<file path="src/hw/rtl/pressure_auto_zero_front_end_assert.svh">
// assertion macros shared by the pressure auto-zero front end
`ifndef PRESSURE_AUTO_ZERO_FRONT_END_ASSERT_SVH
`define PRESSURE_AUTO_ZERO_FRONT_END_ASSERT_SVH

// same-cycle implication, checked on clk, off while arst_n is low
`define PAZ_ASSERT_IMPL(lbl, ante, cons) \
	lbl: assert property (@(posedge clk) disable iff (!arst_n) (ante) |-> (cons)) \
		else $error("paz same-cycle check failed");

// next-cycle implication, checked on clk, off while arst_n is low
`define PAZ_ASSERT_NEXT(lbl, ante, cons) \
	lbl: assert property (@(posedge clk) disable iff (!arst_n) (ante) |=> (cons)) \
		else $error("paz next-cycle check failed");

`endif

</file>
<file path="src/hw/rtl/paz_pkg.sv">
// types, constants and widths of the pressure auto-zero front end
package paz_pkg;

	localparam int WINDOW = 20;
	localparam int SMP_W = 16;
	localparam int CNT_W = $clog2(WINDOW + 1);
	localparam int SCAN_W = $clog2(WINDOW);
	localparam int SUM_W = SMP_W + 1 + $clog2(WINDOW);
	localparam int D_W = SUM_W + 1;
	localparam int ROUND_SHIFT = 5;
	localparam int N_W = D_W + ROUND_SHIFT + 1;
	localparam int DIVISOR = 2 * WINDOW;
	localparam int RECIP_SHIFT = N_W + $clog2(DIVISOR);
	localparam int RECIP_W = N_W + 1;
	localparam int QUO_W = N_W + RECIP_W - RECIP_SHIFT;
	localparam longint RECIP = ((longint'(1) <<< RECIP_SHIFT) + DIVISOR - 1) / DIVISOR;
	localparam int OUT_W = 21;
	localparam int Q4_MAX = 1048575;
	localparam int Q4_MIN = -1048576;
	localparam int ADDR_W = 5;
	localparam int DATA_W = 32;

	localparam logic [15:0] STABILITY_RST = 16'd120;
	localparam logic [15:0] DRIFT_RST = 16'd900;
	localparam logic [14:0] FOLD_RST = 15'd300;
	localparam logic signed [15:0] TEMP_LOW_RST = -16'sd8000;
	localparam logic signed [15:0] TEMP_HIGH_RST = 16'sd17000;

	typedef enum logic [2:0] {
		REG_STABILITY = 3'd0,
		REG_DRIFT = 3'd1,
		REG_FOLD = 3'd2,
		REG_TEMP_LOW = 3'd3,
		REG_TEMP_HIGH = 3'd4
	} reg_idx_t;

	typedef enum logic [2:0] {
		ST_IDLE,
		ST_SCAN,
		ST_ADOPT,
		ST_CORR,
		ST_DIV,
		ST_HOLD
	} state_t;

	typedef struct packed {
		logic [15:0] stability_limit;
		logic [15:0] drift_limit;
		logic [14:0] fold_limit;
		logic signed [15:0] temp_low;
		logic signed [15:0] temp_high;
	} cfg_t;

	typedef struct packed {
		logic signed [15:0] pressure_raw;
		logic signed [15:0] temperature_raw;
	} req_word_t;

	typedef struct packed {
		logic signed [OUT_W-1:0] pressure_q4;
		logic signed [15:0] temperature_out;
		logic sample_valid;
	} rsp_word_t;

	typedef struct packed {
		logic done;
		logic signed [QUO_W:0] quot;
	} div_res_t;

endpackage

</file>
<file path="src/hw/rtl/paz_cell.sv">
// one cell of the sample chain, holds one pressure sample
module paz_cell import paz_pkg::*; (
	input logic clk,
	input logic shift,
	input logic signed [SMP_W-1:0] din,
	output logic signed [SMP_W-1:0] dout
);

	logic signed [SMP_W-1:0] smp_q;

	always_ff @(posedge clk) begin
		if (shift) begin
			smp_q <= din;
		end
	end

	assign dout = smp_q;

endmodule

</file>
<file path="config.mk">
export PLATFORM = sky130hd
export DESIGN_NAME = paz_cell
export DESIGN_NICKNAME = d
export VERILOG_FILES = /design/src/hw/rtl/pressure_auto_zero_front_end_assert.svh /design/src/hw/rtl/paz_pkg.sv /design/src/hw/rtl/paz_cell.sv
export SDC_FILE = /design/constraint.sdc
export NUM_CORES = 1
export LEC_CHECK = 0
export BUFFER_PORTS_ARGS = -buffer_cell sky130_fd_sc_hd__buf_2
export CAP_MARGIN = 20
export CORE_MARGIN = 10
export CORE_UTILIZATION = 30
export DETAILED_ROUTE_END_ITERATION = 8
export SKIP_LAST_GASP = 1
export SLEW_MARGIN = 20
export SYNTH_ARGS = -nofsm -noshare
export SYNTH_HDL_FRONTEND = slang
export SYNTH_SLANG_ARGS = --single-unit
export TNS_END_PERCENT = 10
</file>
<file path="constraint.sdc">
create_clock -name clk -period 0.8 [get_ports clk]
set_input_delay 0.12 -clock clk [delete_from_list [all_inputs] [get_ports clk]]
set_output_delay 0.12 -clock clk [all_outputs]
set_load 0.1 [all_outputs]
</file>
Word level (Yosys, flattened, before mapping). Index checks and enable logic that the tools add are counted.

Bits in registers: 16. Latch bits: 0. Memory bits (writable): 0. ROM bits: 0. Input port bits: 18. Logic and storage cells: 1. Memories kept: 0.

Add/sub/neg operators: 0. Multiply operators: 0. Div/mod/pow operators: 0. $lt $le $gt $ge: 0. Equality and inequality tests: 0. Shift operators: 0. Muxes and demuxes: 0. Bitwise logic cells: 0. Reduce and logical (&&, ||, !) cells: 0.

Longest topological paths before layout.
Depth in word-level cells: 0. Depth in mapped cells: 0. Depth with buffers taken out: 0.

Least setup slack after synthesis. Ideal clock, no wire load.

Kind: reg2out. From: register smp_q[0] (netlist: dout[0]). To: output dout[0]. Arrival: 0.904 ns. Required time: 0.680 ns. Setup slack: -0.224 ns. Stages on the path, launching flop included: 1. Path through: edfxtp_1.

RTL lines: from (decl) (line paz_cell.sv:9) `logic signed [SMP_W-1:0] smp_q;`; from (signal assigned) (line paz_cell.sv:13) `smp_q <= din;`; to (decl) (line paz_cell.sv:6) `output logic signed [SMP_W-1:0] dout`.

No word-level cell between the ends.

Final worst setup path.
From: register smp_q[5] (netlist: dout[5]). To: output dout[5].

No word-level cell between the ends.

==> run summary <==
H-tree Lvls -> 1
Post-Synthesis Mean Instance Area -> 30.0 sq um
Post-route cell area -> 1080 sq um
Vias per inst -> 4.12
Actual slew at the worst max-slew pin -> 0.131 ns
Crit path depth -> 1
Max Clock Freq -> 972 MHz
Clk pwr share -> 0.178
Register area share after synthesis -> 1.00
Commonest non-fill, non-tap cell in the layout -> buf_12
Initial Util -> 0.319
Post-Synth XOR/XNOR Area -> 0
PD cells -> 2130 nW/um^2
Fraction of synthesized area in multiplexers -> 0
Setup WS post-layout -> -0.229 ns
Final period utilization -> 1.29
Core ar. -> 1510 sq um
IO Pins -> 34
Max stage delay on crit path -> 0.44 ns
Failing checks -> negative setup slack
CTS root buf -> clkbuf_4
DRC -> 0
TritonCTS clock tree -> yes
Critical path data arrival time -> 0.91 ns
Adder-Cell Fraction of Synth Area -> 0
Post-CTS Setup Bufs -> 0
Int Power -> 1500 uW
Synth Register Bits -> 16
# diodes -> 0
WL/cell -> 14.8 um
Clk sinks -> 16
Share of cells above drive strength 1 -> 0.576
Area after DPL -> 946 sq um
Crit path buffers/inverters -> 1
Status -> finished, violations left
Area growth, synth to finish -> 125%
RSZ-0062 raised after global routing -> true
Hold Crit Depth -> 1
Area of the mapped netlist -> 480 sq um
Total wire length -> 1.21 mm
Number of DRC markers in iteration 0 -> 2
Mapped Cells -> 16
Die height -> 60.0 um
Buffers on Ports -> 33
Worst-path clk slew -> 0.09 ns
Multi-In Gates -> 0
Number of flip-flops under the largest register name -> 16
Global-route usage over all layers -> 0.0619
Post-DRT Antenna Nets -> 0
Initial antenna violation count -> 0
Synth warn -> 0
CP Class -> reg -> out
Die area -> 3600 sq um
Final Hold Viols -> 0
CP Launch Type -> flop
CP Cell Sequence -> buf_12
# rows -> 14
Grt total ovfl -> 0
Synth Area in Compound Gates -> 0
Final setup fails -> 16
Worst ir drop on vdd -> 1.28 mV
Gate power share -> 0.368
Sequential power share -> 0.454
Slew HR -> 0.913
Vias in the first global route -> 343
Clk buf depth -> 2
Slowest cell on crit path -> edfxtp_1
First-pass GRT wire length -> 1.62 mm
Switching pwr -> 811 uW
GP Congestion -> 0.583
Sw frac -> 0.351
MaxCap Viol Count -> 0
WP data required -> 0.68 ns
Footprint of the multi-input gates -> 0 sq um
DRT Pass-1 Iters -> 2
Endpoint type of the worst setup path -> output pin
Pleak -> 0.000454 uW
CP top delay family -> flip-flops
Routed vias -> 338
Post-synthesis simple-gate area fraction -> 0
Yosys cell types -> 1
Number of max-slew violations in the final report -> 0
Synthesized Nets -> 34
Number of CTS-inserted buffers -> 3
Most frequent cells in the layout -> 18 x buf_12, 17 x buf_2, 16 x edfxtp_1, 11 x dlygate4sd3_1, 3 x clkbuf_4
Die Width -> 60.0 um
Fin crit period -> 1.03 ns
Critical Path Fanout Max -> 1
Final nets -> 85
Hold WC Path Type -> in -> reg
Largest net degree at the start of global routing -> 10
Total power -> 2310 uW
-- final cells by class --
cell class / count / area (sq um)
clock inverter: 1 / 3.75
tap: 16 / 20.0
sequential: 16 / 480
clock buffer: 3 / 22.5
fill: 86 / 424
timing repair buffer: 46 / 556
-- per-layer routing --
| metal | wire, um | part of all wire | GRT usage | vias up |
|---|---|---|---|---|
| li1 | - | - | - | 164 |
| met3 | 178 | 0.15 | 0.0508 | 0 |
| met2 | 665 | 0.55 | 0.0912 | 20 |
| met5 | 0 | 0 | 0 | - |
| met4 | 0 | 0 | 0.0385 | 0 |
| met1 | 369 | 0.30 | 0.0574 | 154 |
-- repair_timing --
| action | in CTS | in global routing |
|---|---|---|
| endpoints found under the setup margin | 16 | 16 |
| hold buffers | 0 | 11 |
| hold endpoints to repair | 0 | 11 |
| resized for setup | 0 | 0 |
-- cells in the mapped netlist --
master / n / area [sq um]
edfxtp_1: 16 / 480
-- path summary, 6_finish.rpt --
kind                              start                  to
worst max-delay path  dout[5]$_DFFE_PP_             dout[5]
worst min-delay path            din[11]  dout[11]$_DFFE_PP_
-- kinds of logic (layout without fill, tap and decap cells) --
group / after synthesis / in the layout
flip-flops: 16 / 16
buffers and inverters: 0 / 50
-- stage by stage --
stage / cells / hold WS [ns] / setup TNS [ns] / setup slack, ns / util
2_1_floorplan: 16 / 0.219 / -3.58 / -0.224 / -
3_3_place_gp: 67 / 0.297 / 0 / 0.0993 / 0.628
3_5_place_dp: 67 / 0.299 / 0 / 0.0919 / 0.628
4_1_cts: 71 / 0.00497 / -3.48 / -0.229 / 0.645
5_1_grt: 82 / -0.00485 / -4.02 / -0.270 / 0.718
6_report: 82 / 0.0176 / -3.30 / -0.229 / 0.718
-- power groups by stage --
| stage | registers, uW | logic [uW] | clock network (uW) |
|---|---|---|---|
| 3_5_place_dp | 1070 | 816 | 0 |
| 5_1_grt | 1060 | 874 | 490 |
| 6_report | 1050 | 851 | 410 |
| 3_3_place_gp | 1070 | 812 | 0 |
| 2_1_floorplan | 1510 | 0 | 0 |
| 4_1_cts | 1050 | 816 | 429 |
No activity file was read; power rests on OpenSTA's default activity.
