File: src/hw/rtl/pressure_auto_zero_front_end_assert.svh
// assertion macros shared by the pressure auto-zero front end
`ifndef PRESSURE_AUTO_ZERO_FRONT_END_ASSERT_SVH
`define PRESSURE_AUTO_ZERO_FRONT_END_ASSERT_SVH

// same-cycle implication, checked on clk, off while arst_n is low
`define PAZ_ASSERT_IMPL(lbl, ante, cons) \
	lbl: assert property (@(posedge clk) disable iff (!arst_n) (ante) |-> (cons)) \
		else $error("paz same-cycle check failed");

// next-cycle implication, checked on clk, off while arst_n is low
`define PAZ_ASSERT_NEXT(lbl, ante, cons) \
	lbl: assert property (@(posedge clk) disable iff (!arst_n) (ante) |=> (cons)) \
		else $error("paz next-cycle check failed");

`endif

File: src/hw/rtl/paz_pkg.sv
// types, constants and widths of the pressure auto-zero front end
package paz_pkg;

	localparam int WINDOW = 20;
	localparam int SMP_W = 16;
	localparam int CNT_W = $clog2(WINDOW + 1);
	localparam int SCAN_W = $clog2(WINDOW);
	localparam int SUM_W = SMP_W + 1 + $clog2(WINDOW);
	localparam int D_W = SUM_W + 1;
	localparam int ROUND_SHIFT = 5;
	localparam int N_W = D_W + ROUND_SHIFT + 1;
	localparam int DIVISOR = 2 * WINDOW;
	localparam int RECIP_SHIFT = N_W + $clog2(DIVISOR);
	localparam int RECIP_W = N_W + 1;
	localparam int QUO_W = N_W + RECIP_W - RECIP_SHIFT;
	localparam longint RECIP = ((longint'(1) <<< RECIP_SHIFT) + DIVISOR - 1) / DIVISOR;
	localparam int OUT_W = 21;
	localparam int Q4_MAX = 1048575;
	localparam int Q4_MIN = -1048576;
	localparam int ADDR_W = 5;
	localparam int DATA_W = 32;

	localparam logic [15:0] STABILITY_RST = 16'd120;
	localparam logic [15:0] DRIFT_RST = 16'd900;
	localparam logic [14:0] FOLD_RST = 15'd300;
	localparam logic signed [15:0] TEMP_LOW_RST = -16'sd8000;
	localparam logic signed [15:0] TEMP_HIGH_RST = 16'sd17000;

	typedef enum logic [2:0] {
		REG_STABILITY = 3'd0,
		REG_DRIFT = 3'd1,
		REG_FOLD = 3'd2,
		REG_TEMP_LOW = 3'd3,
		REG_TEMP_HIGH = 3'd4
	} reg_idx_t;

	typedef enum logic [2:0] {
		ST_IDLE,
		ST_SCAN,
		ST_ADOPT,
		ST_CORR,
		ST_DIV,
		ST_HOLD
	} state_t;

	typedef struct packed {
		logic [15:0] stability_limit;
		logic [15:0] drift_limit;
		logic [14:0] fold_limit;
		logic signed [15:0] temp_low;
		logic signed [15:0] temp_high;
	} cfg_t;

	typedef struct packed {
		logic signed [15:0] pressure_raw;
		logic signed [15:0] temperature_raw;
	} req_word_t;

	typedef struct packed {
		logic signed [OUT_W-1:0] pressure_q4;
		logic signed [15:0] temperature_out;
		logic sample_valid;
	} rsp_word_t;

	typedef struct packed {
		logic done;
		logic signed [QUO_W:0] quot;
	} div_res_t;

endpackage

File: src/hw/rtl/paz_regs.sv
// configuration register file behind the apb port
module paz_regs import paz_pkg::*; (
	input logic clk,
	input logic arst_n,
	input logic psel,
	input logic penable,
	input logic pwrite,
	input logic [ADDR_W-1:0] paddr,
	input logic [DATA_W-1:0] pwdata,
	output logic [DATA_W-1:0] prdata,
	output logic pready,
	output cfg_t cfg
);

	cfg_t cfg_q;
	reg_idx_t idx;
	logic wr;

	assign idx = reg_idx_t'(paddr[ADDR_W-1:2]);
	assign wr = psel && penable && pwrite;
	assign pready = 1'b1;

	always_ff @(posedge clk or negedge arst_n) begin
		if (!arst_n) begin
			cfg_q.stability_limit <= STABILITY_RST;
			cfg_q.drift_limit <= DRIFT_RST;
			cfg_q.fold_limit <= FOLD_RST;
			cfg_q.temp_low <= TEMP_LOW_RST;
			cfg_q.temp_high <= TEMP_HIGH_RST;
		end else if (wr) begin
			unique case (idx)
				REG_STABILITY: cfg_q.stability_limit <= pwdata[15:0];
				REG_DRIFT: cfg_q.drift_limit <= pwdata[15:0];
				REG_FOLD: cfg_q.fold_limit <= pwdata[14:0];
				REG_TEMP_LOW: cfg_q.temp_low <= $signed(pwdata[15:0]);
				REG_TEMP_HIGH: cfg_q.temp_high <= $signed(pwdata[15:0]);
				default: ;
			endcase
		end
	end

	always_comb begin
		unique case (idx)
			REG_STABILITY: prdata = DATA_W'(cfg_q.stability_limit);
			REG_DRIFT: prdata = DATA_W'(cfg_q.drift_limit);
			REG_FOLD: prdata = DATA_W'(cfg_q.fold_limit);
			REG_TEMP_LOW: prdata = DATA_W'(cfg_q.temp_low);
			REG_TEMP_HIGH: prdata = DATA_W'(cfg_q.temp_high);
			default: prdata = '0;
		endcase
	end

	assign cfg = cfg_q;

endmodule

File: config.mk
export PLATFORM = sky130hd
export DESIGN_NAME = paz_regs
export DESIGN_NICKNAME = d
export VERILOG_FILES = /design/src/hw/rtl/pressure_auto_zero_front_end_assert.svh /design/src/hw/rtl/paz_pkg.sv /design/src/hw/rtl/paz_regs.sv
export SDC_FILE = /design/constraint.sdc
export NUM_CORES = 1
export LEC_CHECK = 0
export ABC_CLOCK_PERIOD_IN_PS = 5000
export BUFFER_PORTS_ARGS = -buffer_cell sky130_fd_sc_hd__buf_2
export CORE_ASPECT_RATIO = 0.7
export CORE_MARGIN = 3
export CORE_UTILIZATION = 52
export DETAILED_ROUTE_END_ITERATION = 8
export GPL_TIMING_DRIVEN = 0
export PLACE_DENSITY = 0.82
export REMOVE_ABC_BUFFERS = 1
export SYNTH_ARGS = -nofsm -noshare
export SYNTH_HDL_FRONTEND = slang
export SYNTH_SLANG_ARGS = --single-unit
File: constraint.sdc
create_clock -name clk -period 5 [get_ports clk]
set_clock_uncertainty 0.15 [all_clocks]
set_input_delay 1 -clock clk [delete_from_list [all_inputs] [get_ports clk]]
set_output_delay 1 -clock clk [all_outputs]
set_load 0.02 [all_outputs]
; ---- After elaboration in Yosys (flattened, before gate mapping)
; Cells that the tools add are included.
[totals]
regBits = 79
input_bits = 42
output_inout_bits = 112
wordCells = 18
[classes]
n_eq_ne = 4
n_mux = 1
n_reduce_logical = 8
[op_table]
columns = op, count
row1 = $pmux 32 s5, 1
row2 = $reduce_and 2->1, 5
row3 = $eq 3x2->1 const B, 2
row4 = $eq 3x1->1 const B, 1
row5 = $eq 3x3->1 const B, 1
row6 = $logic_not 3->1, 1
row7 = $logic_and 1x1->1, 2

; ---- Longest topological paths before layout
[depth]
ltp_word = 3
ltp_mapped = 6
mapped_depth_nobuf = 3

; ---- Worst setup path after synthesis
; No wires, ideal clock.
[synth_path]
path_type = input to output
startpoint = in paddr[2]
endpoint = out prdata[15]
t_arrival_ns = 2.496
required_ns = 3.850
setup_slack_ns = 1.354
cell_stages = 5
n_path_buf = 3
cell_sequence = buf_2 -> buf_2 -> buf_2 -> mux2i_1 -> o311ai_0
[synth_via]
elab_chain_len = 2
[synth_lines]
columns = item, line
row1 = start: declaration, paz_regs.sv:8  ; input logic [ADDR_W-1:0] paddr,
row2 = "$eq 3x3->1, or another cell as far along", paz_regs.sv:43  ; unique case (idx)
row3 = $pmux 32 s5 *, paz_regs.sv:43
row4 = end: declaration, paz_regs.sv:10  ; output logic [DATA_W-1:0] prdata,
; Mark *: on every way between the ends. The rest lies on a longest branch, timed or not.

; ---- Worst setup path after layout
[layout_path]
startpoint = in paddr[2]
endpoint = out prdata[2]
; The elaborated chain is that of the path after synthesis.

==> flow_summary.yaml <==
status:
  status: "complete, but fails checks"
  failed_checks: "max-capacitance violations, max-slew violations"
die:
  core-area_mm2: 0.00691
  num_rows: 25
  io_pins: 154
  die-area_mm2: 0.00838
  die_width_um: 108
  initial_core_util: 0.549
  die_y_um: 77.5
clock_network:
  postCtsResizedCells: 0
  htree_levels: 3
  cts_tree: "built"
  insertion_delay_ns: 0.33
  clk_pin_slew_ns: 0.07
  numCtsBuffers: 9
  clock-root-buffer: "clkbuf_8"
  clock-sinks: 79
  cts_hold_buf: 0
  clk_path_buf_depth: 2
  cts_setup_buffers: 0
timing:
  tns_ns: 0
  fmax_mhz: 221
  hold_viol: 0
  period_minus_slack_ns: 4.52
  rsz0062_at_grt: "no"
  setup_violations: 0
  timing.final.crit_share: 0.903
  slew_headroom: -0.0289
  drv_slew: 16
  max_slew.worst_pin.slew_ns: 1.54
global_route:
  antenna_found_initial: 0
  overflow: 0
  grt_pass1_wl_um: 15200
  track_usage: 0.241
  grt_pass1_vias: 2738
  grt_max_degree: 46
detailed_routing:
  drc: 0
  final_antenna_net_count: 0
  wl_per_cell_um: 20.3
  drtIter0Drc: 115
  viasPerCell: 5.59
  routed_wl_um: 9820
  drtPass1Iterations: 4
  vias: 2712
power:
  leakage_nw: 2.28
  vdd_ir_drop_max_v: 0.000232
  power.total_w: 0.00188
  power_density_mw_per_mm2: 413
layout:
  largest_reg_flops: 79
  nets: 428
  diodes: 0
  drive_above_1_share: 0.683
  nFillCells: 564
  layout_commonest_cell: "buf_2"
  layout_common_cells: "133 x buf_2, 84 x mux2_2, 57 x dfrtp_1"
  synthToLayoutAreaGrowth_pct: 19.9
critical_path:
  reg2reg_depth: 1
  required_ns: 3.85
  worst_path_most_repeated_cell: "buf_2"
  worst_r2r_endpoint: "cfg[76]$_DFFE_PN0P_"
  worstReg2RegStart: "cfg[76]$_DFFE_PN0P_"
  r2r_slack_ns: 4.05
  endpoint_kind: "output pin"
  crit_type: "in -> out"
  startpoint_type: "input pin"
  max_stage_delay_ns: 1.18
  cp_slowest_cell: "nor2b_1"
  worst-path-max-fanout: 25
  cp.arrival_ns: 3.37
  path_cells: "buf_2, nor2b_1, a22oi_1, o21ai_0, buf_2"
synth:
  syn_inst: 273
  syn_area_mm2: 0.00380
  synth_top_family_by_area: "multiplexers"
  synth_mux_area_frac: 0.291
  synth-xor-area-share: 0
  synthAdderAreaFrac: 0
  yosysUniqueCellTypes: 27
  avgSynthCellArea_um2: 13.9
  synth-simple-area-share: 0.0323
  ys_warn_count: 0
  ys_seq_area_frac: 0.528
  synth_compound_area_frac: 0.0867
  ys_ff_latch: 79
worst_hold_path:
  min_from: "cfg[20]$_DFFE_PN0P_"
  whs_path_depth: 1
  hp-class: "reg -> reg"
  hold_end: "cfg[20]$_DFFE_PN0P_"
placement:
  port_buffers: 134
  globalplace.congestion: 0.776
  hpwl_um: 6660
run:
  drv_cap: 1
-- routing by layer --
layer	global-route usage	wire [um]	up-vias
met2	0.395	4720	107
li1	-	-	1234
met4	0.0467	43	0
met1	0.323	4230	1367
met5	0	0	-
met3	0.0673	833	4
-- Yosys cell counts (all sizes together) --
library cell	instances	share of area
buf	28	0.054
o21ai	15	0.020
nand4b	2	0.0086
nor3b	1	0.0033
nor3	1	0.0026
mux2i	1	0.0026
and3	2	0.0033
or3	1	0.0016
dfstp	22	0.15
nand2	3	0.0030
mux2	94	0.29
a22oi	14	0.028
conb	1	0.00099
nor2	3	0.0036
nand3	1	0.0013
a32oi	15	0.035
dfrtp	57	0.38
o311ai	1	0.0023
nor2b	3	0.0049
a2bb2oi	1	0.0023
clkbuf	6	0.0059
inv	1	0.00099
-- final cells by class --
type,instances,area [um^2],area share
clock buffer,14,143,0.0313
clock inverter,2,10.0,0.00220
inverter,1,3.75,0.000825
multi-input combinational,159,1570,0.345
sequential,79,2000,0.440
tap,94,118,0.0258
timing repair buffer,136,704,0.155
-- report_power, final --
| group | total, W | internal, W | switching (W) | leakage, nW |
|---|---|---|---|---|
| sequential | 0.000886 | 0.000790 | 0.0000963 | 0.959 |
| clock | 0.000385 | 0.000180 | 0.000205 | 0.0784 |
| combinational | 0.000609 | 0.000250 | 0.000359 | 1.25 |
| total | 0.00188 | 0.00122 | 0.000661 | 2.28 |
-- worst max path at each step --
| stage | start | to | slack [ns] |
|---|---|---|---|
| floorplan | paddr[3] | prdata[16] | 0.63 |
| global placement | paddr[2] | prdata[13] | 0.54 |
| detailed placement | paddr[2] | prdata[13] | 0.56 |
| CTS | paddr[2] | prdata[2] | 0.56 |
| global route | paddr[2] | prdata[4] | 0.30 |
| finish | paddr[2] | prdata[2] | 0.48 |
-- critical path, delay by kind of cell --
family                 cells  cell delay, ns
buffers and inverters      2            0.69
AND/OR/NAND/NOR            1            1.18
AO/OA/AOI/OAI              2            0.48
-- logic make-up after synthesis --
family | after synthesis
AOI/OAI and AO/OA | 46
buffers and inverters | 35
and+or+nand+nor | 17
DFF | 79
muxes | 95
other | 1
-- through the flow --
step	hold slack, ns	util	area [um^2]	std cells	worst slack [ns]
global route	0.396	0.658	4550	485	0.298
finish	0.374	0.658	4550	485	0.483
floorplan	0.501	-	3570	239	0.629
global placement	0.354	0.630	4360	467	0.537
detailed placement	0.361	0.635	4390	469	0.557
CTS	0.378	0.657	4540	485	0.556
No activity file was read; power rests on OpenSTA's default activity.
